File: src/rtl/utf8_validating_decoder_top_macros.svh
// Assertion macros used by the decode module of the UTF-8 decoder.
`ifndef UTF8_VALIDATING_DECODER_TOP_MACROS_SVH
`define UTF8_VALIDATING_DECODER_TOP_MACROS_SVH

// The consequent must hold in the same cycle as the antecedent.
`define UVD_ASSERT_SAME(label, ante, cons, msg) \
    label: assert property (@(posedge clk) disable iff (!rst_n) (ante) |-> (cons)) \
        else $error(msg);

// The consequent must hold in the cycle after the antecedent.
`define UVD_ASSERT_NEXT(label, ante, cons, msg) \
    label: assert property (@(posedge clk) disable iff (!rst_n) (ante) |=> (cons)) \
        else $error(msg);

`endif

File: src/rtl/utf8vd_pkg.sv
// Types, byte range constants and helper function of the UTF-8 decoder.
package utf8vd_pkg;

    typedef struct packed {
        logic [7:0] data_byte;
        logic       last_byte;
    } byte_t;

    typedef struct packed {
        logic [20:0] code_point;
        logic        char_valid;
        logic        frame_done;
        logic        status;
        logic [30:0] error_position;
    } result_t;

    localparam logic [2:0] CLS_ANY = 3'd0;
    localparam logic [2:0] CLS_E0  = 3'd1;
    localparam logic [2:0] CLS_ED  = 3'd2;
    localparam logic [2:0] CLS_F0  = 3'd3;
    localparam logic [2:0] CLS_F4  = 3'd4;

    localparam logic [7:0] ASCII_MAX = 8'h7F;
    localparam logic [7:0] LEAD2_MIN = 8'hC2;
    localparam logic [7:0] LEAD2_MAX = 8'hDF;
    localparam logic [7:0] LEAD3_MIN = 8'hE0;
    localparam logic [7:0] LEAD3_MAX = 8'hEF;
    localparam logic [7:0] LEAD4_MIN = 8'hF0;
    localparam logic [7:0] LEAD4_MAX = 8'hF4;
    localparam logic [7:0] LEAD_E0   = 8'hE0;
    localparam logic [7:0] LEAD_ED   = 8'hED;
    localparam logic [7:0] LEAD_F0   = 8'hF0;
    localparam logic [7:0] LEAD_F4   = 8'hF4;

    localparam logic [7:0] CONT_MIN  = 8'h80;
    localparam logic [7:0] CONT_MAX  = 8'hBF;
    localparam logic [7:0] CONT_8F   = 8'h8F;
    localparam logic [7:0] CONT_90   = 8'h90;
    localparam logic [7:0] CONT_9F   = 8'h9F;
    localparam logic [7:0] CONT_A0   = 8'hA0;

    localparam logic [30:0] POS_MAX = 31'h7FFF_FFFF;
    localparam logic [20:0] CP_MAX  = 21'h10_FFFF;

    function automatic logic cont_ok(input logic [7:0] b, input logic [2:0] cls);
        logic ok;
        case (cls)
            CLS_E0: ok = b inside {[CONT_A0:CONT_MAX]};
            CLS_ED: ok = b inside {[CONT_MIN:CONT_9F]};
            CLS_F0: ok = b inside {[CONT_90:CONT_MAX]};
            CLS_F4: ok = b inside {[CONT_MIN:CONT_8F]};
            default: ok = b inside {[CONT_MIN:CONT_MAX]};
        endcase
        return ok;
    endfunction

endpackage

File: src/rtl/utf8vd_if.sv
// Channel interfaces of the UTF-8 decoder: byte input, result output, configuration.
interface utf8vd_byte_if;
    logic       valid;
    logic       ready;
    logic [7:0] data_byte;
    logic       last_byte;

    modport source (output valid, output data_byte, output last_byte, input ready);
    modport sink (input valid, input data_byte, input last_byte, output ready);
endinterface

interface utf8vd_result_if;
    logic        valid;
    logic        ready;
    logic [20:0] code_point;
    logic        char_valid;
    logic        frame_done;
    logic        status;
    logic [30:0] error_position;

    modport source (output valid, output code_point, output char_valid,
                    output frame_done, output status, output error_position, input ready);
    modport sink (input valid, input code_point, input char_valid,
                  input frame_done, input status, input error_position, output ready);
endinterface

interface utf8vd_cfg_if;
    logic        valid;
    logic        ready;
    logic [30:0] position_base;

    modport source (output valid, output position_base, input ready);
    modport sink (input valid, input position_base, output ready);
endinterface

File: src/rtl/utf8vd_in_stage.sv
// Input register that holds one accepted byte word until the decoder takes it.
module utf8vd_in_stage (
    input  logic                 clk,
    input  logic                 rst_n,
    utf8vd_byte_if.sink          byte_ch,
    input  logic                 take,
    output logic                 item_valid,
    output utf8vd_pkg::byte_t    item
);

    logic              valid_reg;
    utf8vd_pkg::byte_t item_reg;
    logic              accept;

    assign byte_ch.ready = !valid_reg || take;
    assign accept        = byte_ch.valid && byte_ch.ready;

    always_ff @(posedge clk or negedge rst_n)
    begin
        if (!rst_n)
        begin
            valid_reg <= 1'b0;
        end
        else if (accept)
        begin
            valid_reg <= 1'b1;
        end
        else if (take)
        begin
            valid_reg <= 1'b0;
        end
    end

    always_ff @(posedge clk)
    begin
        if (accept)
        begin
            item_reg.data_byte <= byte_ch.data_byte;
            item_reg.last_byte <= byte_ch.last_byte;
        end
    end

    assign item_valid = valid_reg;
    assign item       = item_reg;

endmodule

File: src/rtl/utf8vd_decode.sv
// Decoder state, position base register and the combinational decode of one byte.
`include "utf8_validating_decoder_top_macros.svh"

module utf8vd_decode #(
    parameter int INDEX_WIDTH = 31
) (
    input  logic                 clk,
    input  logic                 rst_n,
    utf8vd_cfg_if.sink           cfg_ch,
    input  logic                 item_valid,
    input  utf8vd_pkg::byte_t    item,
    input  logic                 out_free,
    output logic                 take,
    output logic                 res_load,
    output utf8vd_pkg::result_t  res
);

    localparam logic [INDEX_WIDTH-1:0] IDX_MAX = '1;

    logic [30:0]            base_reg;
    logic [1:0]             pending_reg, pending_next;
    logic [20:0]            partial_reg, partial_next;
    logic [2:0]             cls_reg, cls_next;
    logic [INDEX_WIDTH-1:0] index_reg, index_next;
    logic [INDEX_WIDTH-1:0] start_reg, start_next;
    logic                   discard_reg, discard_next;

    logic                   err;
    logic                   emit;
    logic                   frame_end;
    logic [20:0]            cont_word;
    logic [1:0]             pending_dec;
    logic [INDEX_WIDTH-1:0] seq_eff;
    logic [31:0]            epos_sum;
    logic [30:0]            epos_sat;
    logic [7:0]             b;
    logic                   last;

    assign cfg_ch.ready = 1'b1;
    assign take         = item_valid && out_free;
    assign res_load     = take && emit;

    assign b        = item.data_byte;
    assign last     = item.last_byte;
    assign seq_eff  = (pending_reg == 2'd0) ? index_reg : start_reg;
    assign epos_sum = {1'b0, base_reg} + 32'(seq_eff);
    assign epos_sat = epos_sum[31] ? utf8vd_pkg::POS_MAX : epos_sum[30:0];

    always_comb
    begin
        pending_next = pending_reg;
        partial_next = partial_reg;
        cls_next     = cls_reg;
        index_next   = (index_reg != IDX_MAX) ? index_reg + 1'b1 : index_reg;
        start_next   = start_reg;
        discard_next = discard_reg;
        err          = 1'b0;
        emit         = 1'b0;
        frame_end    = 1'b0;
        res          = '0;
        cont_word    = {partial_reg[14:0], b[5:0]};
        pending_dec  = pending_reg - 2'd1;

        if (discard_reg)
        begin
            frame_end = last;
        end
        else if (pending_reg == 2'd0)
        begin
            start_next = index_reg;
            if (b <= utf8vd_pkg::ASCII_MAX)
            begin
                emit            = 1'b1;
                res.code_point  = 21'(b);
                res.char_valid  = 1'b1;
                res.frame_done  = last;
                frame_end       = last;
            end
            else if (b inside {[utf8vd_pkg::LEAD2_MIN:utf8vd_pkg::LEAD2_MAX]})
            begin
                pending_next = 2'd1;
                partial_next = 21'(b[4:0]);
                cls_next     = utf8vd_pkg::CLS_ANY;
                err          = last;
            end
            else if (b inside {[utf8vd_pkg::LEAD3_MIN:utf8vd_pkg::LEAD3_MAX]})
            begin
                pending_next = 2'd2;
                partial_next = 21'(b[3:0]);
                if (b == utf8vd_pkg::LEAD_E0)
                begin
                    cls_next = utf8vd_pkg::CLS_E0;
                end
                else if (b == utf8vd_pkg::LEAD_ED)
                begin
                    cls_next = utf8vd_pkg::CLS_ED;
                end
                else
                begin
                    cls_next = utf8vd_pkg::CLS_ANY;
                end
                err = last;
            end
            else if (b inside {[utf8vd_pkg::LEAD4_MIN:utf8vd_pkg::LEAD4_MAX]})
            begin
                pending_next = 2'd3;
                partial_next = 21'(b[2:0]);
                if (b == utf8vd_pkg::LEAD_F0)
                begin
                    cls_next = utf8vd_pkg::CLS_F0;
                end
                else if (b == utf8vd_pkg::LEAD_F4)
                begin
                    cls_next = utf8vd_pkg::CLS_F4;
                end
                else
                begin
                    cls_next = utf8vd_pkg::CLS_ANY;
                end
                err = last;
            end
            else
            begin
                err = 1'b1;
            end
        end
        else if (!utf8vd_pkg::cont_ok(b, cls_reg))
        begin
            err = 1'b1;
        end
        else
        begin
            cls_next     = utf8vd_pkg::CLS_ANY;
            pending_next = pending_dec;
            if (pending_dec == 2'd0)
            begin
                emit           = 1'b1;
                res.code_point = cont_word;
                res.char_valid = 1'b1;
                res.frame_done = last;
                partial_next   = '0;
                frame_end      = last;
            end
            else
            begin
                partial_next = cont_word;
                err          = last;
            end
        end

        if (err)
        begin
            emit               = 1'b1;
            res                = '0;
            res.frame_done     = 1'b1;
            res.status         = 1'b1;
            res.error_position = epos_sat;
            if (last)
            begin
                frame_end = 1'b1;
            end
            else
            begin
                pending_next = '0;
                partial_next = '0;
                cls_next     = utf8vd_pkg::CLS_ANY;
                discard_next = 1'b1;
            end
        end

        if (frame_end)
        begin
            index_next   = '0;
            pending_next = '0;
            partial_next = '0;
            cls_next     = utf8vd_pkg::CLS_ANY;
            start_next   = '0;
            discard_next = 1'b0;
        end
    end

    always_ff @(posedge clk or negedge rst_n)
    begin
        if (!rst_n)
        begin
            base_reg <= '0;
        end
        else if (cfg_ch.valid && cfg_ch.ready)
        begin
            base_reg <= cfg_ch.position_base;
        end
    end

    always_ff @(posedge clk or negedge rst_n)
    begin
        if (!rst_n)
        begin
            pending_reg <= '0;
            partial_reg <= '0;
            cls_reg     <= utf8vd_pkg::CLS_ANY;
            index_reg   <= '0;
            start_reg   <= '0;
            discard_reg <= 1'b0;
        end
        else if (take)
        begin
            pending_reg <= pending_next;
            partial_reg <= partial_next;
            cls_reg     <= cls_next;
            index_reg   <= index_next;
            start_reg   <= start_next;
            discard_reg <= discard_next;
        end
    end

    `UVD_ASSERT_NEXT(a_discard_ends, take && discard_reg && last, !discard_reg, "discard mode survived the end of the frame")
    `UVD_ASSERT_NEXT(a_error_discards, res_load && res.status && !last, discard_reg, "an error inside a frame did not start discarding")
    `UVD_ASSERT_SAME(a_idle_when_discarding, discard_reg, pending_reg == 2'd0, "continuation bytes pending while discarding")
    `UVD_ASSERT_SAME(a_scalar_range, res_load && res.char_valid, res.code_point <= utf8vd_pkg::CP_MAX, "decoded code point above the Unicode range")

endmodule

File: src/rtl/utf8vd_out_stage.sv
// Result register that holds one result word until the consumer takes it.
module utf8vd_out_stage (
    input  logic                 clk,
    input  logic                 rst_n,
    utf8vd_result_if.source      result_ch,
    input  logic                 load,
    input  utf8vd_pkg::result_t  res,
    output logic                 free
);

    logic                valid_reg;
    utf8vd_pkg::result_t res_reg;

    assign free = !valid_reg || result_ch.ready;

    always_ff @(posedge clk or negedge rst_n)
    begin
        if (!rst_n)
        begin
            valid_reg <= 1'b0;
        end
        else if (load)
        begin
            valid_reg <= 1'b1;
        end
        else if (result_ch.ready)
        begin
            valid_reg <= 1'b0;
        end
    end

    always_ff @(posedge clk)
    begin
        if (load)
        begin
            res_reg <= res;
        end
    end

    assign result_ch.valid          = valid_reg;
    assign result_ch.code_point     = res_reg.code_point;
    assign result_ch.char_valid     = res_reg.char_valid;
    assign result_ch.frame_done     = res_reg.frame_done;
    assign result_ch.status         = res_reg.status;
    assign result_ch.error_position = res_reg.error_position;

endmodule

File: src/rtl/utf8_validating_decoder_top.sv
// Top level of the strict UTF-8 decoder.
// The decoder takes one byte word per clock and turns frames of strict UTF-8 into code
// points; the result of a byte that completes a character or reveals an error is
// registered, and a full throughput of one byte per cycle is held as long as the result
// side takes its words. The rate is set by the combinational decode between the input
// register and the result register, which also updates the sequence state. After an
// error the block reports the saturated sum of the position base and the index of the
// bad sequence's lead byte, then consumes the rest of the frame without results.
module utf8_validating_decoder_top #(
    parameter int INDEX_WIDTH = 31
) (
    input  logic             clk,
    input  logic             rst_n,
    utf8vd_byte_if.sink      byte_ch,
    utf8vd_result_if.source  result_ch,
    utf8vd_cfg_if.sink       cfg_ch
);

    logic                item_valid;
    utf8vd_pkg::byte_t   item;
    logic                take;
    logic                res_load;
    utf8vd_pkg::result_t res;
    logic                out_free;

    utf8vd_in_stage u_in_stage (
        .clk        (clk),
        .rst_n      (rst_n),
        .byte_ch    (byte_ch),
        .take       (take),
        .item_valid (item_valid),
        .item       (item)
    );

    utf8vd_decode #(
        .INDEX_WIDTH (INDEX_WIDTH)
    ) u_decode (
        .clk        (clk),
        .rst_n      (rst_n),
        .cfg_ch     (cfg_ch),
        .item_valid (item_valid),
        .item       (item),
        .out_free   (out_free),
        .take       (take),
        .res_load   (res_load),
        .res        (res)
    );

    utf8vd_out_stage u_out_stage (
        .clk       (clk),
        .rst_n     (rst_n),
        .result_ch (result_ch),
        .load      (res_load),
        .res       (res),
        .free      (out_free)
    );

endmodule

File: src/flat_wrapper.sv
// flat-port wrapper written by rule: the top's interface ports become plain ports
module utf8_validating_decoder_top_flat 
#(
    parameter int INDEX_WIDTH = 31
)
  (clk, rst_n, byte_ch_valid, byte_ch_data_byte, byte_ch_last_byte, byte_ch_ready, result_ch_valid, result_ch_code_point, result_ch_char_valid, result_ch_frame_done, result_ch_status, result_ch_error_position, result_ch_ready, cfg_ch_valid, cfg_ch_position_base, cfg_ch_ready);
  utf8vd_byte_if byte_ch_i ();
  utf8vd_result_if result_ch_i ();
  utf8vd_cfg_if cfg_ch_i ();
  input  logic clk;
  input  logic rst_n;
  input wire logic [$bits(byte_ch_i.valid)-1:0] byte_ch_valid;
  input wire logic [$bits(byte_ch_i.data_byte)-1:0] byte_ch_data_byte;
  input wire logic [$bits(byte_ch_i.last_byte)-1:0] byte_ch_last_byte;
  output wire logic [$bits(byte_ch_i.ready)-1:0] byte_ch_ready;
  output wire logic [$bits(result_ch_i.valid)-1:0] result_ch_valid;
  output wire logic [$bits(result_ch_i.code_point)-1:0] result_ch_code_point;
  output wire logic [$bits(result_ch_i.char_valid)-1:0] result_ch_char_valid;
  output wire logic [$bits(result_ch_i.frame_done)-1:0] result_ch_frame_done;
  output wire logic [$bits(result_ch_i.status)-1:0] result_ch_status;
  output wire logic [$bits(result_ch_i.error_position)-1:0] result_ch_error_position;
  input wire logic [$bits(result_ch_i.ready)-1:0] result_ch_ready;
  input wire logic [$bits(cfg_ch_i.valid)-1:0] cfg_ch_valid;
  input wire logic [$bits(cfg_ch_i.position_base)-1:0] cfg_ch_position_base;
  output wire logic [$bits(cfg_ch_i.ready)-1:0] cfg_ch_ready;
  assign byte_ch_i.valid = byte_ch_valid;
  assign byte_ch_i.data_byte = byte_ch_data_byte;
  assign byte_ch_i.last_byte = byte_ch_last_byte;
  assign byte_ch_ready = byte_ch_i.ready;
  assign result_ch_valid = result_ch_i.valid;
  assign result_ch_code_point = result_ch_i.code_point;
  assign result_ch_char_valid = result_ch_i.char_valid;
  assign result_ch_frame_done = result_ch_i.frame_done;
  assign result_ch_status = result_ch_i.status;
  assign result_ch_error_position = result_ch_i.error_position;
  assign result_ch_i.ready = result_ch_ready;
  assign cfg_ch_i.valid = cfg_ch_valid;
  assign cfg_ch_i.position_base = cfg_ch_position_base;
  assign cfg_ch_ready = cfg_ch_i.ready;
  utf8_validating_decoder_top #(.INDEX_WIDTH(INDEX_WIDTH)) u_core (.clk(clk), .rst_n(rst_n), .byte_ch(byte_ch_i), .result_ch(result_ch_i), .cfg_ch(cfg_ch_i));
endmodule
File: config.mk
export PLATFORM = sky130hd
export DESIGN_NAME = utf8_validating_decoder_top_flat
export DESIGN_NICKNAME = d
export VERILOG_FILES = /design/src/rtl/utf8vd_pkg.sv /design/src/rtl/utf8vd_if.sv /design/src/rtl/utf8vd_in_stage.sv /design/src/rtl/utf8vd_decode.sv /design/src/rtl/utf8vd_out_stage.sv /design/src/rtl/utf8_validating_decoder_top.sv /design/src/flat_wrapper.sv
export VERILOG_INCLUDE_DIRS = /design/src /design/src/rtl
export SDC_FILE = /design/constraint.sdc
export NUM_CORES = 1
export LEC_CHECK = 0
export ABC_AREA = 1
export BUFFER_PORTS_ARGS = -buffer_cell sky130_fd_sc_hd__buf_2
export CELL_PAD_IN_SITES_DETAIL_PLACEMENT = 1
export CELL_PAD_IN_SITES_GLOBAL_PLACEMENT = 2
export CORE_UTILIZATION = 35
export CTS_CLUSTER_SIZE = 25
export DETAILED_ROUTE_END_ITERATION = 8
export GPL_TIMING_DRIVEN = 0
export PLACE_DENSITY_LB_ADDON = 0.1
export SETUP_SLACK_MARGIN = 0.5
export SLEW_MARGIN = 40
export SYNTH_ARGS = -nofsm -noshare
export SYNTH_HDL_FRONTEND = slang
export SYNTH_SLANG_ARGS = --single-unit
export TNS_END_PERCENT = 10
File: constraint.sdc
create_clock -name clk -period 5.7 [get_ports clk]
set_input_delay 0.855 -clock clk [delete_from_list [all_inputs] [get_ports clk]]
set_output_delay 0.855 -clock clk [all_outputs]
set_load 0.005 [all_outputs]
# [Word-level counts from Yosys, hierarchy flattened]
# Cells that the tools add are included.
[totals] register_bits=186 out_inout_bits=58
[op_classes] addsub=3 n_lt_le_gt_ge=13 n_eq_ne=11 muxes=78 reduce_logical=25
[ops] cell="$mux W21" n=11
[ops] cell="$mux W31" n=6
[ops] cell="$mux W23" n=3
[ops] cell="$ge A8 B8 Y1 const B" n=6
[ops] cell="$le A8 B8 Y1 const B" n=6
[ops] cell="$mux W3" n=12
[ops] cell="$add A31 B31 Y32" n=1
[ops] cell="$eq A8 B8 Y1 const B" n=4
[ops] cell="$mux W32" n=1
[ops] cell="$add A31 B1 Y31 const B" n=1
[ops] cell="$mux W1" n=31
[ops] cell="$ne A31 B31 Y1 const B" n=1
[ops] cell="$mux W2" n=12
[ops] cell="$logic_and A1 B1 Y1" n=11
[ops] cell="$mux W10" n=1
[ops] cell="$le A8 B7 Y1 const B" n=1
[ops] cell="$reduce_bool A2 Y1" n=4
[ops] cell="$eq A3 B2 Y1 const B" n=2
[ops] cell="$logic_not A2 Y1" n=2
[ops] cell="$pmux W1 S4" n=1
[ops] cell="$reduce_and A2 Y1" n=2
[ops] cell="$eq A3 B1 Y1 const B" n=1
[ops] cell="$eq A3 B3 Y1 const B" n=1
[ops] cell="$reduce_and A3 Y1" n=1
[ops] cell="6 further kinds" n=8

# [Depth between registers and ports, before layout]
# Gate-level depths: netlist of the first run.
[logic_depth] depth_word=12 ltp_mapped=20 depth_no_buf=18

# [By module]
# From an unflattened synthesis of the first run, not the netlist that was laid out.
[hier_totals] cells_unflattened=1560 area_unflattened_um2=11477.3
[modules_own_cells] mod="utf8vd_decode" n_inst=1 cells_per_inst=1485 area_each_um2=9465.3
[modules_own_cells] mod="utf8vd_out_stage" n_inst=1 cells_per_inst=60 area_each_um2=1696.6
[modules_own_cells] mod="utf8vd_in_stage" n_inst=1 cells_per_inst=15 area_each_um2=315.3

# [Worst setup path after synthesis of the first run]
# No wires, ideal clock.
[synth_path] kind="input -> register" start="in result_ch_ready" end="reg u_core.u_out_stage.res_reg (netlist bit u_core.u_out_stage.result_ch.char_valid), enable pin" setup_time_ps=469 arrival_ps=3917 required_ps=5231 path_slack_ps=1314 cell_stages=4 path_buffers=0 cell_sequence="inv_1 -> a21oi_2 -> clkinv_1 -> nor2_1"
[synth_via] elab_chain_cells=3
[synth_rtl] item="start, declared" line_no="flat_wrapper.sv:22" rtl="input wire logic [$bits(result_ch_i.ready)-1:0] result_ch_ready;"
[synth_rtl] item="$logic_or A1 B1 Y1" line_no="utf8vd_out_stage.sv:14" rtl="assign free = !valid_reg || result_ch.ready;"
[synth_rtl] item="$logic_and A1 B1 Y1" line_no="utf8vd_decode.sv:40" rtl="assign take = item_valid && out_free;"
[synth_rtl] item="$logic_and A1 B1 Y1" line_no="utf8vd_decode.sv:41" rtl="assign res_load = take && emit;"
[synth_rtl] item="via u_core.res_load" line_no="utf8_validating_decoder_top.sv:22" rtl="logic res_load;"
[synth_rtl] item="end signal, assigned" line_no="utf8vd_out_stage.sv:36" rtl="res_reg <= res;"
[synth_rtl] item="end, declared" line_no="utf8vd_out_stage.sv:12" rtl="utf8vd_pkg::result_t res_reg;"
# The timed path passes the listed nets, and every way through them passes these cells.
# A chain may end at the register's enable or synchronous reset.

# [Worst setup path in the final report of the first run]
[layout_path] start="reg u_core.u_decode.pending_reg[0]" end="reg u_core.u_out_stage.res_reg (netlist bit u_core.u_out_stage.result_ch.error_position[3]) (data pin)"
[layout_via] elab_chain_cells=6 elab_cells_between_ends=10 classes_between="add/sub: 2; mux: 6; reduce/logical: 2"
[layout_rtl] item="start, declared" line_no="utf8vd_decode.sv:21" rtl="logic [1:0] pending_reg, pending_next;"
[layout_rtl] item="start signal, assigned" line_no="utf8vd_decode.sv:207" rtl="pending_reg <= pending_next;"
[layout_rtl] item="parallel branches: the longest is 6 deep, another holds $add A31 B31 Y32"
# Several ways; the timed one is not identified.

==> impl_metrics.csv, run 1 <==
group,metric,value,unit
clock_tree,cts_tree,"done",
global_route,grt_pass1_wl,60.0,mm
global_route,grt_max_degree,46,
critical_path,r2r-end,"u_core.u_out_stage.result_ch.error_position[3]",
synthesis,synth-warning-count,0,
synthesis,synth_edf_count,64,
clock_tree,cts_sinks,180,
drt,via_count,10100,
synthesis,synth-async-reset-ratio,64.4,%
synthesis,synthTopCellsByCount,"nand2_1, inv_1, o21ai_0",
drt,dr.pass1.iters,5,
global_route,grt_usage,25.1,%
final_layout,multiInputGateArea,5280,um^2
clock_tree,clockRootBuffer,"clkbuf_16",
clock_tree,cts_resized,0,
final_layout,area_growth,15.5,%
critical_path,worst-r2r-setup-slack,1170,ps
timing,finalCriticalPeriod,4530,ps
synthesis,ys_ff_latch,180,
placement,globalplace.congestion,0.885,
placement,io_buffers,101,
clock_tree,clk_pin_slew,70,ps
die,row_count,64,
pwr,leakagePower,5.71,nW
global_route,grt-ovfl-total,0,
critical_path,path_class,"flip-flop to flip-flop",
die,coreArea,30700,um^2
placement,dp_hpwl,30.1,mm
synthesis,synth_nets,1496,
final_layout,nNetsFinal,1620,
critical_path,critical_path_required,5850,ps
clock_tree,ctsLongestPathBuffers,2,
critical_path,critical_path.endpoint,"u_core.u_out_stage.result_ch.error_position[3]",
clock_tree,cts_buffers,17,
synthesis,ys_top_cells_by_area,"dfrtp_1, edfxtp_1, nand2_1",
critical_path,regToRegStartpoint,"u_core.u_decode.pending_reg[0]",
hold_path,hold_path.class,"input pin to asynchronous set/reset pin",
synthesis,yosysTopAreaCell,"dfrtp_1",
critical_path,crit_arrival,4680,ps
die,die_area,32000,um^2
clock_tree,clock_latency,450,ps
timing,fmax,0.221,GHz
final_layout,insertedDiodeCount,0,
clock_tree,htree_levels,4,
critical_path,path_max_fanout,10,
drt,wl_per_cell,19.7,um
timing,fin_crit_sh,79.5,%
timing,skew,17.9,ps
die,die_h,179,um
pwr,p_per_area,366,nW/um^2
critical_path,crit_start,"u_core.u_decode.pending_reg[0]",
timing,tightest_slew,861,ps
timing,relSlewSlack,42.6,%
synthesis,synth_flop_cell,"dfrtp_1",
timing,drv_slew,0,
clock_tree,post_cts_buffers,0,
pwr,ir_drop,0.230,mV
drt,detail-route-antenna-nets,0,
run,maxCapViolations,0,
final_layout,final_layout_size_suffix_gt1_share,14.3,%
drt,drt_wl_total,38.4,mm
synthesis,seq_area_frac_synth,44.0,%
synthesis,synthCells,1416,
timing,setup_viol,0,
synthesis,synth_cell_types,42,
synthesis,synth_area,11000,um^2
drt,vias_per_cell,5.19,
final_layout,n_fill_cell,3796,
synthesis,synth_top_area_share,26.5,%
final_layout,regArea,4820,um^2
timing,finalHoldViolCount,0,
run_status,outcome,"complete, no violations",
drt,drc,0,
die,ioPinCount,103,
synthesis,yosysMostFrequentCell,"nand2_1",
synthesis,syn_avg_cell_area,7.74,um^2
final_layout,utilization,41.3,%
timing,hold_ws,276,ps
timing,rsz0062_at_grt,"no",
die,die_w,179,um
global_route,antenna_found_initial,0,
critical_path,rr_worst_depth,13,
drt,first_iter_violations,617,
die,initial_core_util,35.7,%
critical_path,worst_setup_path_end_kind,"flip-flop",
global_route,grt_pass1_vias,10200,
critical_path,critPathLaunchType,"flip-flop",
clock_tree,hold_buffers,0,
## metal layers
metal / vias up / track usage, % / routed length [um]
li1: 4947 / - / -
met1: 4975 / 37.0 / 19600
met2: 172 / 39.2 / 17100
met3: 18 / 3.05 / 1280
met4: 0 / 5.19 / 418
met5: - / 0 / 0
## report_power, final
part | total (W) | leakage, nW | switching [W] | internal, W
Sequential | 0.00178 | 2.15 | 0.000126 | 0.00165
Combinational | 0.00160 | 3.27 | 0.00113 | 0.000477
Clock | 0.00125 | 0.295 | 0.000582 | 0.000668
## layout make-up
type	instances	share of cell area, %
multi-input cells	1016	41.7
flip-flops and latches	180	38.1
inverters	176	5.22
repair buffers	105	4.74
well taps	396	3.91
clock buffers	21	3.83
plain buffers	44	1.61
clock inverters	11	0.909
## worst min-delay path by stage
stage	startpoint	endpoint	slack (ps)	cells past startpoint
6_report	rst_n	u_core.u_decode.base_reg[30]	280	1
5_1_grt	rst_n	u_core.u_decode.base_reg[30]	280	1
4_1_cts	rst_n	u_core.u_decode.base_reg[30]	280	1
3_5_place_dp	u_core.u_decode.base_reg[2]	u_core.u_decode.base_reg[2]	500	1
3_3_place_gp	u_core.u_decode.base_reg[0]	u_core.u_decode.base_reg[0]	500	1
2_1_floorplan	u_core.u_decode.base_reg[3]	u_core.u_decode.base_reg[3]	490	1
## worst max-delay path, stage by stage, from the launching register on
cell	delay (ps)
dfrtp_1	440
inv_1	120
ha_1	300
buf_2	360
clkbuf_1	480
o21ai_0	400
ha_1	490
a21oi_1	240
o21ai_0	190
a21oi_1	220
nand2_1	80
a21oi_1	240
clkbuf_1	470
a31oi_1	200
## kinds of logic (layout without fill, tap and decap cells)
kind of cell	count (synthesis)	in the layout	synth area share, %
other	1	1	0.0342
muxes	31	31	3.18
buffers and inverters	220	357	7.89
DFF	180	180	44.0
AOI/OAI and AO/OA	237	237	11.7
and+or+nand+nor	693	693	27.6
xor gates and xnor gates	19	19	1.52
adders and majority gates	35	35	4.06
## per-stage QoR
step | setup TNS (ps) | total power [W] | instances | worst slack (ps) | instance area (um^2)
2_1_floorplan | 0 | 0.00273 | 1416 | 1310 | 11000
3_3_place_gp | -10020 | 0.00337 | 1913 | -190 | 12000
3_5_place_dp | 0 | 0.00342 | 1917 | 1160 | 12100
4_1_cts | 0 | 0.00468 | 1949 | 1140 | 12700
5_1_grt | 0 | 0.00493 | 1949 | 846 | 12700
6_report | 0 | 0.00463 | 1949 | 1170 | 12700
## layout by cell type, fill, tap and decap left out, drive strengths merged, types with 2 or more instances in the layout
master	netlist	routed
a21oi	76	76
nor3	26	26
a21boi	2	2
nand3	119	119
xnor2	10	10
clkbuf	20	41
edfxtp	64	64
xor2	9	9
inv	174	178
nand4	29	29
buf	24	129
o21ai	129	129
or2	4	4
o31ai	8	8
mux2	31	31
o21bai	8	8
nor4	6	6
nand2	372	372
dfrtp	116	116
a21o	5	5
nand3b	10	10
nor2	125	125
a31oi	7	7
clkinv	2	7
ha	34	34
No activity file was read; power rests on OpenSTA's default activity.
==> run 2: changes to the inputs <==
clock period = 4.7 ns   (was 5.7 ns; I/O delays follow)
==> impl_metrics.csv, run 2 (same netlist as run 1, synthesis figures left out) <==
group,metric,value,unit
placement,dp_hpwl,30.2,mm
global_route,grt-ovfl-total,0,
timing,setup_viol,0,
die,coreArea,30700,um^2
drt,detail-route-antenna-nets,0,
drt,vias_per_cell,5.19,
global_route,grt_max_degree,65,
run,maxCapViolations,0,
pwr,ir_drop,0.265,mV
final_layout,n_fill_cell,3774,
pwr,p_int,0.00338,W
clock_tree,clock_latency,450,ps
clock_tree,cts_sinks,180,
die,die_w,179,um
timing,finalHoldViolCount,0,
final_layout,utilization,41.4,%
drt,first_iter_violations,573,
critical_path,slowest_delay,620,ps
clock_tree,post_cts_buffers,0,
timing,rsz0062_at_grt,"no",
final_layout,final_common_cell,"nand2_1",
critical_path,worst_setup_path_end_kind,"flip-flop",
clock_tree,cts_tree,"done",
placement,globalplace.congestion,0.894,
hold_path,hold_path.class,"input pin to asynchronous set/reset pin",
final_layout,insertedDiodeCount,0,
timing,relSlewSlack,44.7,%
global_route,grt_pass1_wl,59.3,mm
pwr,p_per_area,441,nW/um^2
placement,io_buffers,101,
critical_path,path_class,"flip-flop to flip-flop",
final_layout,final_layout_size_suffix_gt1_share,15.1,%
pwr,leakagePower,5.72,nW
timing,finalCriticalPeriod,3990,ps
timing,drv_slew,0,
timing,tightest_slew,829,ps
critical_path,cp_common_cell,"nand2_1",
global_route,antenna_found_initial,0,
timing,tns,0,ps
placement,place_ws,245,ps
pwr,switching_share,39.5,%
final_layout,stdcell_area,12700,um^2
timing,fin_crit_sh,84.9,%
drt,wl_per_cell,19.6,um
global_route,grt_usage,25.0,%
pwr,pwr-share-clk,26.1,%
pwr,netSwitchingPower,0.00221,W
clock_tree,clk_pin_slew,70,ps
critical_path,path_max_fanout,10,
final_layout,mostFrequentLayoutCells,"nand2_1, inv_1, dfrtp_1, o21ai_0, nand3_1",
critical_path,critPathLaunchType,"flip-flop",
placement,placed_area,12100,um^2
die,die_h,179,um
critical_path,worstPathCellList,"inv_1, ha_2, buf_4, clkbuf_2, o21ai_0, ha_1, nand2_1, o21ai_0, a21oi_1, nand2_1, a21oi_1, clkbuf_4, nand3_1, nand2_1, inv_1",
timing,hold_ws,211,ps
die,initial_core_util,35.7,%
die,row_count,64,
clock_tree,ctsLongestPathBuffers,2,
final_layout,regArea,4820,um^2
pwr,seqPwrFrac,38.6,%
clock_tree,cts_buffers,17,
die,ioPinCount,103,
die,die_area,32000,um^2
timing,setup_ws,708,ps
drt,drt_wl_total,38.3,mm
final_layout,multiInputGateArea,5310,um^2
clock_tree,htree_levels,4,
critical_path,critical_path_required,4900,ps
final_layout,area_growth,15.7,%
final_layout,nNetsFinal,1620,
timing,fmax,0.250,GHz
drt,dr.pass1.iters,5,
clock_tree,clockRootBuffer,"clkbuf_16",
drt,drc,0,
drt,via_count,10100,
critical_path,crit_arrival,4190,ps
global_route,grt_pass1_vias,10000,
run_status,outcome,"complete, no violations",
pwr,power_frac_comb,35.3,%
critical_path,cp_slowest_cell,"o21ai_0",
timing,skew,14.2,ps
## run 2: critical path: cells and delay by family (launching register included)
kind            cells  cell delay (ps)
flops               1              430
buf+inv             5              890
fa+ha+maj           2              670
compound gates      4             1210
simple gates        4              530
## run 2: path summary, 6_finish.rpt
path,start,endpoint,slack (ps),cells past startpoint
max,u_core.u_decode.pending_reg[0],flip-flop,710,15
min,rst_n,u_core.u_decode.base_reg[30],210,2
max reg2reg,u_core.u_decode.pending_reg[0],flip-flop,710,15
min reg2reg,u_core.u_decode.base_reg[2],u_core.u_decode.base_reg[2],520,1
max in group asynchronous,rst_n,u_core.u_decode.partial_reg[1],3800,3
min in group clk,byte_ch_last_byte,u_core.u_in_stage.item[0],440,1
## run 2: metrics by stage
step | cells | total power [W]
global route | 1949 | 0.00594
floorplan | 1416 | 0.00331
global placement | 1913 | 0.00408
finish | 1949 | 0.00559
CTS | 1949 | 0.00564
detailed placement | 1917 | 0.00417
## run 2: repair_timing
item / 4_1_cts / 5_1_grt
pin swaps: 0 / 1
endpoints found under the setup margin: 15 / 23
gates resized for setup: 7 / 15
hold buffers: 0 / 0
## run 2: final cells by class
class,instances,share of cell area [%]
plain buffers,44,1.72
repair buffers,105,4.73
well taps,396,3.91
flip-flops and latches,180,38.0
clock inverters,14,1.18
clock buffers,18,3.38
multi-input cells,1016,41.8
inverters,176,5.21
## run 2: power by group through the flow
stage          clock, W  sequential [W]  combinational (W)
2_1_floorplan         0         0.00218            0.00113
3_3_place_gp          0         0.00219            0.00190
3_5_place_dp          0         0.00219            0.00197
4_1_cts         0.00149         0.00216            0.00199
5_1_grt         0.00154         0.00219            0.00221
6_report        0.00146         0.00216            0.00197
## run 2: layer usage
layer | share of wire [%] | global-route usage (%) | up-vias
li1 | - | - | 4950
met1 | 51 | 37.0 | 4969
met2 | 45 | 38.7 | 167
met3 | 3.4 | 2.93 | 28
met4 | 1.0 | 5.23 | 0
met5 | 0 | 0 | -
==> run 3: changes to the inputs <==
ABC_AREA = 0   (was 1)
clock period = 3.3 ns   (was 4.7 ns; I/O delays follow)
==> impl_metrics.csv, run 3 <==
group,metric,value,unit
run_status,outcome,"finished, violations left",
run_status,violations,"DRC, setup timing",
drt,wl_per_cell,18.9,um
timing,fmax,0.265,GHz
synthesis,synthTopCellsByCount,"dfrtp_1, nand2_1, nor2_1",
final_layout,insertedDiodeCount,0,
die,initial_core_util,35.7,%
drt,detail-route-antenna-nets,0,
global_route,grt_max_degree,60,
synthesis,synth-async-reset-ratio,64.4,%
drt,drt_wl_total,26.2,mm
clock_tree,htree_levels,4,
global_route,antenna_found_initial,0,
final_layout,n_fill_cell,2873,
timing,tightest_slew,787,ps
synthesis,yosysMostFrequentCell,"dfrtp_1",
drt,drc,12,
placement,io_buffers,101,
placement,placed_area,10400,um^2
pwr,p_per_area,606,nW/um^2
critical_path,critical_path_required,3480,ps
clock_tree,cts_sinks,180,
drt,vias_per_cell,5.16,
final_layout,nNetsFinal,1115,
final_layout,stdcell_area,12000,um^2
final_layout,stdcell_count,1383,
clock_tree,cts_buffers,17,
timing,fin_crit_sh,114,%
final_layout,multiInputGateArea,4840,um^2
timing,drv_slew,0,
synthesis,syn_avg_cell_area,10.7,um^2
synthesis,synth_flop_cell,"dfrtp_1",
run,maxCapViolations,0,
synthesis,seq_area_frac_synth,51.7,%
synthesis,yosysTopAreaCell,"dfrtp_1",
synthesis,synth_edf_count,64,
synthesis,synth_area,9330,um^2
critical_path,cp_num_buf_inv,3,
die,coreArea,26100,um^2
die,die_h,165,um
drt,via_count,7138,
critical_path,crit_arrival,3960,ps
timing,relSlewSlack,47.5,%
final_layout,mostFrequentLayoutCells,"dfrtp_1, nand2_1, buf_2, edfxtp_1, nor2_1",
synthesis,synth_top_area_share,31.1,%
critical_path,path_class,"flip-flop to flip-flop",
final_layout,regArea,4830,um^2
synthesis,ys_top_cells_by_area,"dfrtp_1, edfxtp_1, mux2_2",
critical_path,slowest_delay,420,ps
critical_path,worst_setup_path_end_kind,"flip-flop",
placement,dp_cells,1313,
synthesis,ys_ff_latch,180,
critical_path,worstPathCellList,"inv_2, ha_4, clkbuf_16, clkbuf_16, mux2_4, ha_4, fa_2, a211oi_4, o211ai_1, a41o_2, a21boi_4, o21a_1, o21bai_1, a21oi_2, xor2_1, o21ai_1",
timing,setup_viol,31,
drt,dr.pass1.iters,6,
critical_path,cp_slowest_cell,"dfrtp_2",
synthesis,synth_nets,955,
synthesis,synth-warning-count,0,
global_route,grt_pass1_vias,7340,
final_layout,final_layout_size_suffix_gt1_share,32.6,%
global_route,grt_usage,20.1,%
pwr,ir_drop,0.338,mV
critical_path,critPathLaunchType,"flip-flop",
timing,setup_ws,-478,ps
clock_tree,clock_latency,440,ps
die,ioPinCount,103,
final_layout,area_growth,28.1,%
critical_path,crit_family,"compound AO/OA/AOI/OAI gates",
placement,globalplace.congestion,0.785,
die,die_w,165,um
placement,dp_hpwl,18.8,mm
critical_path,path_max_fanout,5,
clock_tree,ctsLongestPathBuffers,2,
final_layout,final_common_cell,"dfrtp_1",
synthesis,synthCells,875,
die,die_area,27300,um^2
placement,place_ws,-965,ps
clock_tree,clockRootBuffer,"clkbuf_16",
clock_tree,clk_pin_slew,80,ps
timing,finalCriticalPeriod,3780,ps
timing,skew,20.8,ps
clock_tree,cts_tree,"done",
die,row_count,59,
pwr,leakagePower,5.06,nW
global_route,grt_pass1_wl,41.4,mm
global_route,grt-ovfl-total,0,
timing,finalHoldViolCount,0,
hold_path,hold_path.class,"input pin to flip-flop",
pwr,fin_total_pwr,0.00724,W
drt,first_iter_violations,350,
timing,rsz0062_at_grt,"yes",
synthesis,synth_cell_types,69,
[run 3: final cells by class]
| class | count | area share, % |
|---|---|---|
| Clock buffer | 17 | 3.56 |
| Multi-Input combinational cell | 647 | 40.5 |
| Clock inverter | 15 | 1.16 |
| Inverter | 11 | 0.670 |
| Sequential cell | 180 | 40.4 |
| Buffer | 37 | 2.41 |
| Tap cell | 335 | 3.51 |
| Timing Repair Buffer | 141 | 7.78 |
[run 3: power by group]
group / switching [W] / leakage [nW] / internal (W)
combinational: 0.00130 / 2.63 / 0.00108
clock: 0.000996 / 0.276 / 0.00100
sequential: 0.000171 / 2.15 / 0.00270
[run 3: final timing paths]
| kind | cells after the start | endpoint | from | slack (ps) |
|---|---|---|---|---|
| min reg2reg | 2 | u_core.u_decode.start_reg[18] | u_core.u_decode.start_reg[18] | 480 |
| max in group asynchronous | 3 | u_core.u_decode.index_reg[9] | rst_n | 2030 |
| max reg2reg | 16 | flip-flop | u_core.u_decode.pending_reg[0] | -480 |
| min | 1 | u_core.u_in_stage.item[2] | byte_ch_data_byte[1] | 230 |
| max | 16 | flip-flop | u_core.u_decode.pending_reg[0] | -480 |
| min in group asynchronous | 2 | u_core.u_decode.partial_reg[13] | rst_n | 580 |
[run 3: cell families after synthesis]
group           share of synthesized area (%)
compound gates                           13.9
other cells                            0.0402
buf+inv                                  2.23
mux                                      7.70
xor+xnor                                 4.79
fa+ha+maj                                4.77
flops                                    51.7
simple gates                             14.8
[run 3: repair_timing]
item                                    in CTS  in global routing
hold buffers                                 1                  0
endpoints found under the hold margin        1                  0
endpoints found under the setup margin      97                118
pin swaps                                   52                 49
cloned                                       2                  1
resized for setup                           95                 32
buffers inserted                            26                  8
[run 3: routing by layer]
| metal | part of all wire [%] | wire length [um] | up-vias | global-route usage [%] |
|---|---|---|---|---|
| li1 | - | - | 3481 | - |
| met1 | 50 | 13200 | 3549 | 29.1 |
| met2 | 46 | 12100 | 90 | 31.2 |
| met3 | 2.0 | 516 | 18 | 2.57 |
| met4 | 1.3 | 343 | 0 | 5.59 |
| met5 | 0 | 0 | - | 0 |
[run 3: through the flow]
stage / TNS (ps) / hold WS [ps] / util, %
3_5_place_dp: -27320 / 470 / 39.8
6_report: -6890 / 233 / 45.7
2_1_floorplan: -2040 / 199 / -
4_1_cts: -8890 / 214 / 44.9
3_3_place_gp: -84530 / 457 / 39.6
5_1_grt: -11980 / 209 / 45.7
[run 3: worst register-to-register path: cells and delay by family (launching register included)]
| family | cells | cell delay [ps] |
|---|---|---|
| flops | 1 | 420 |
| mux | 1 | 320 |
| fa+ha+maj | 3 | 720 |
| xor+xnor | 1 | 180 |
| compound gates | 8 | 1530 |
| buf+inv | 3 | 360 |
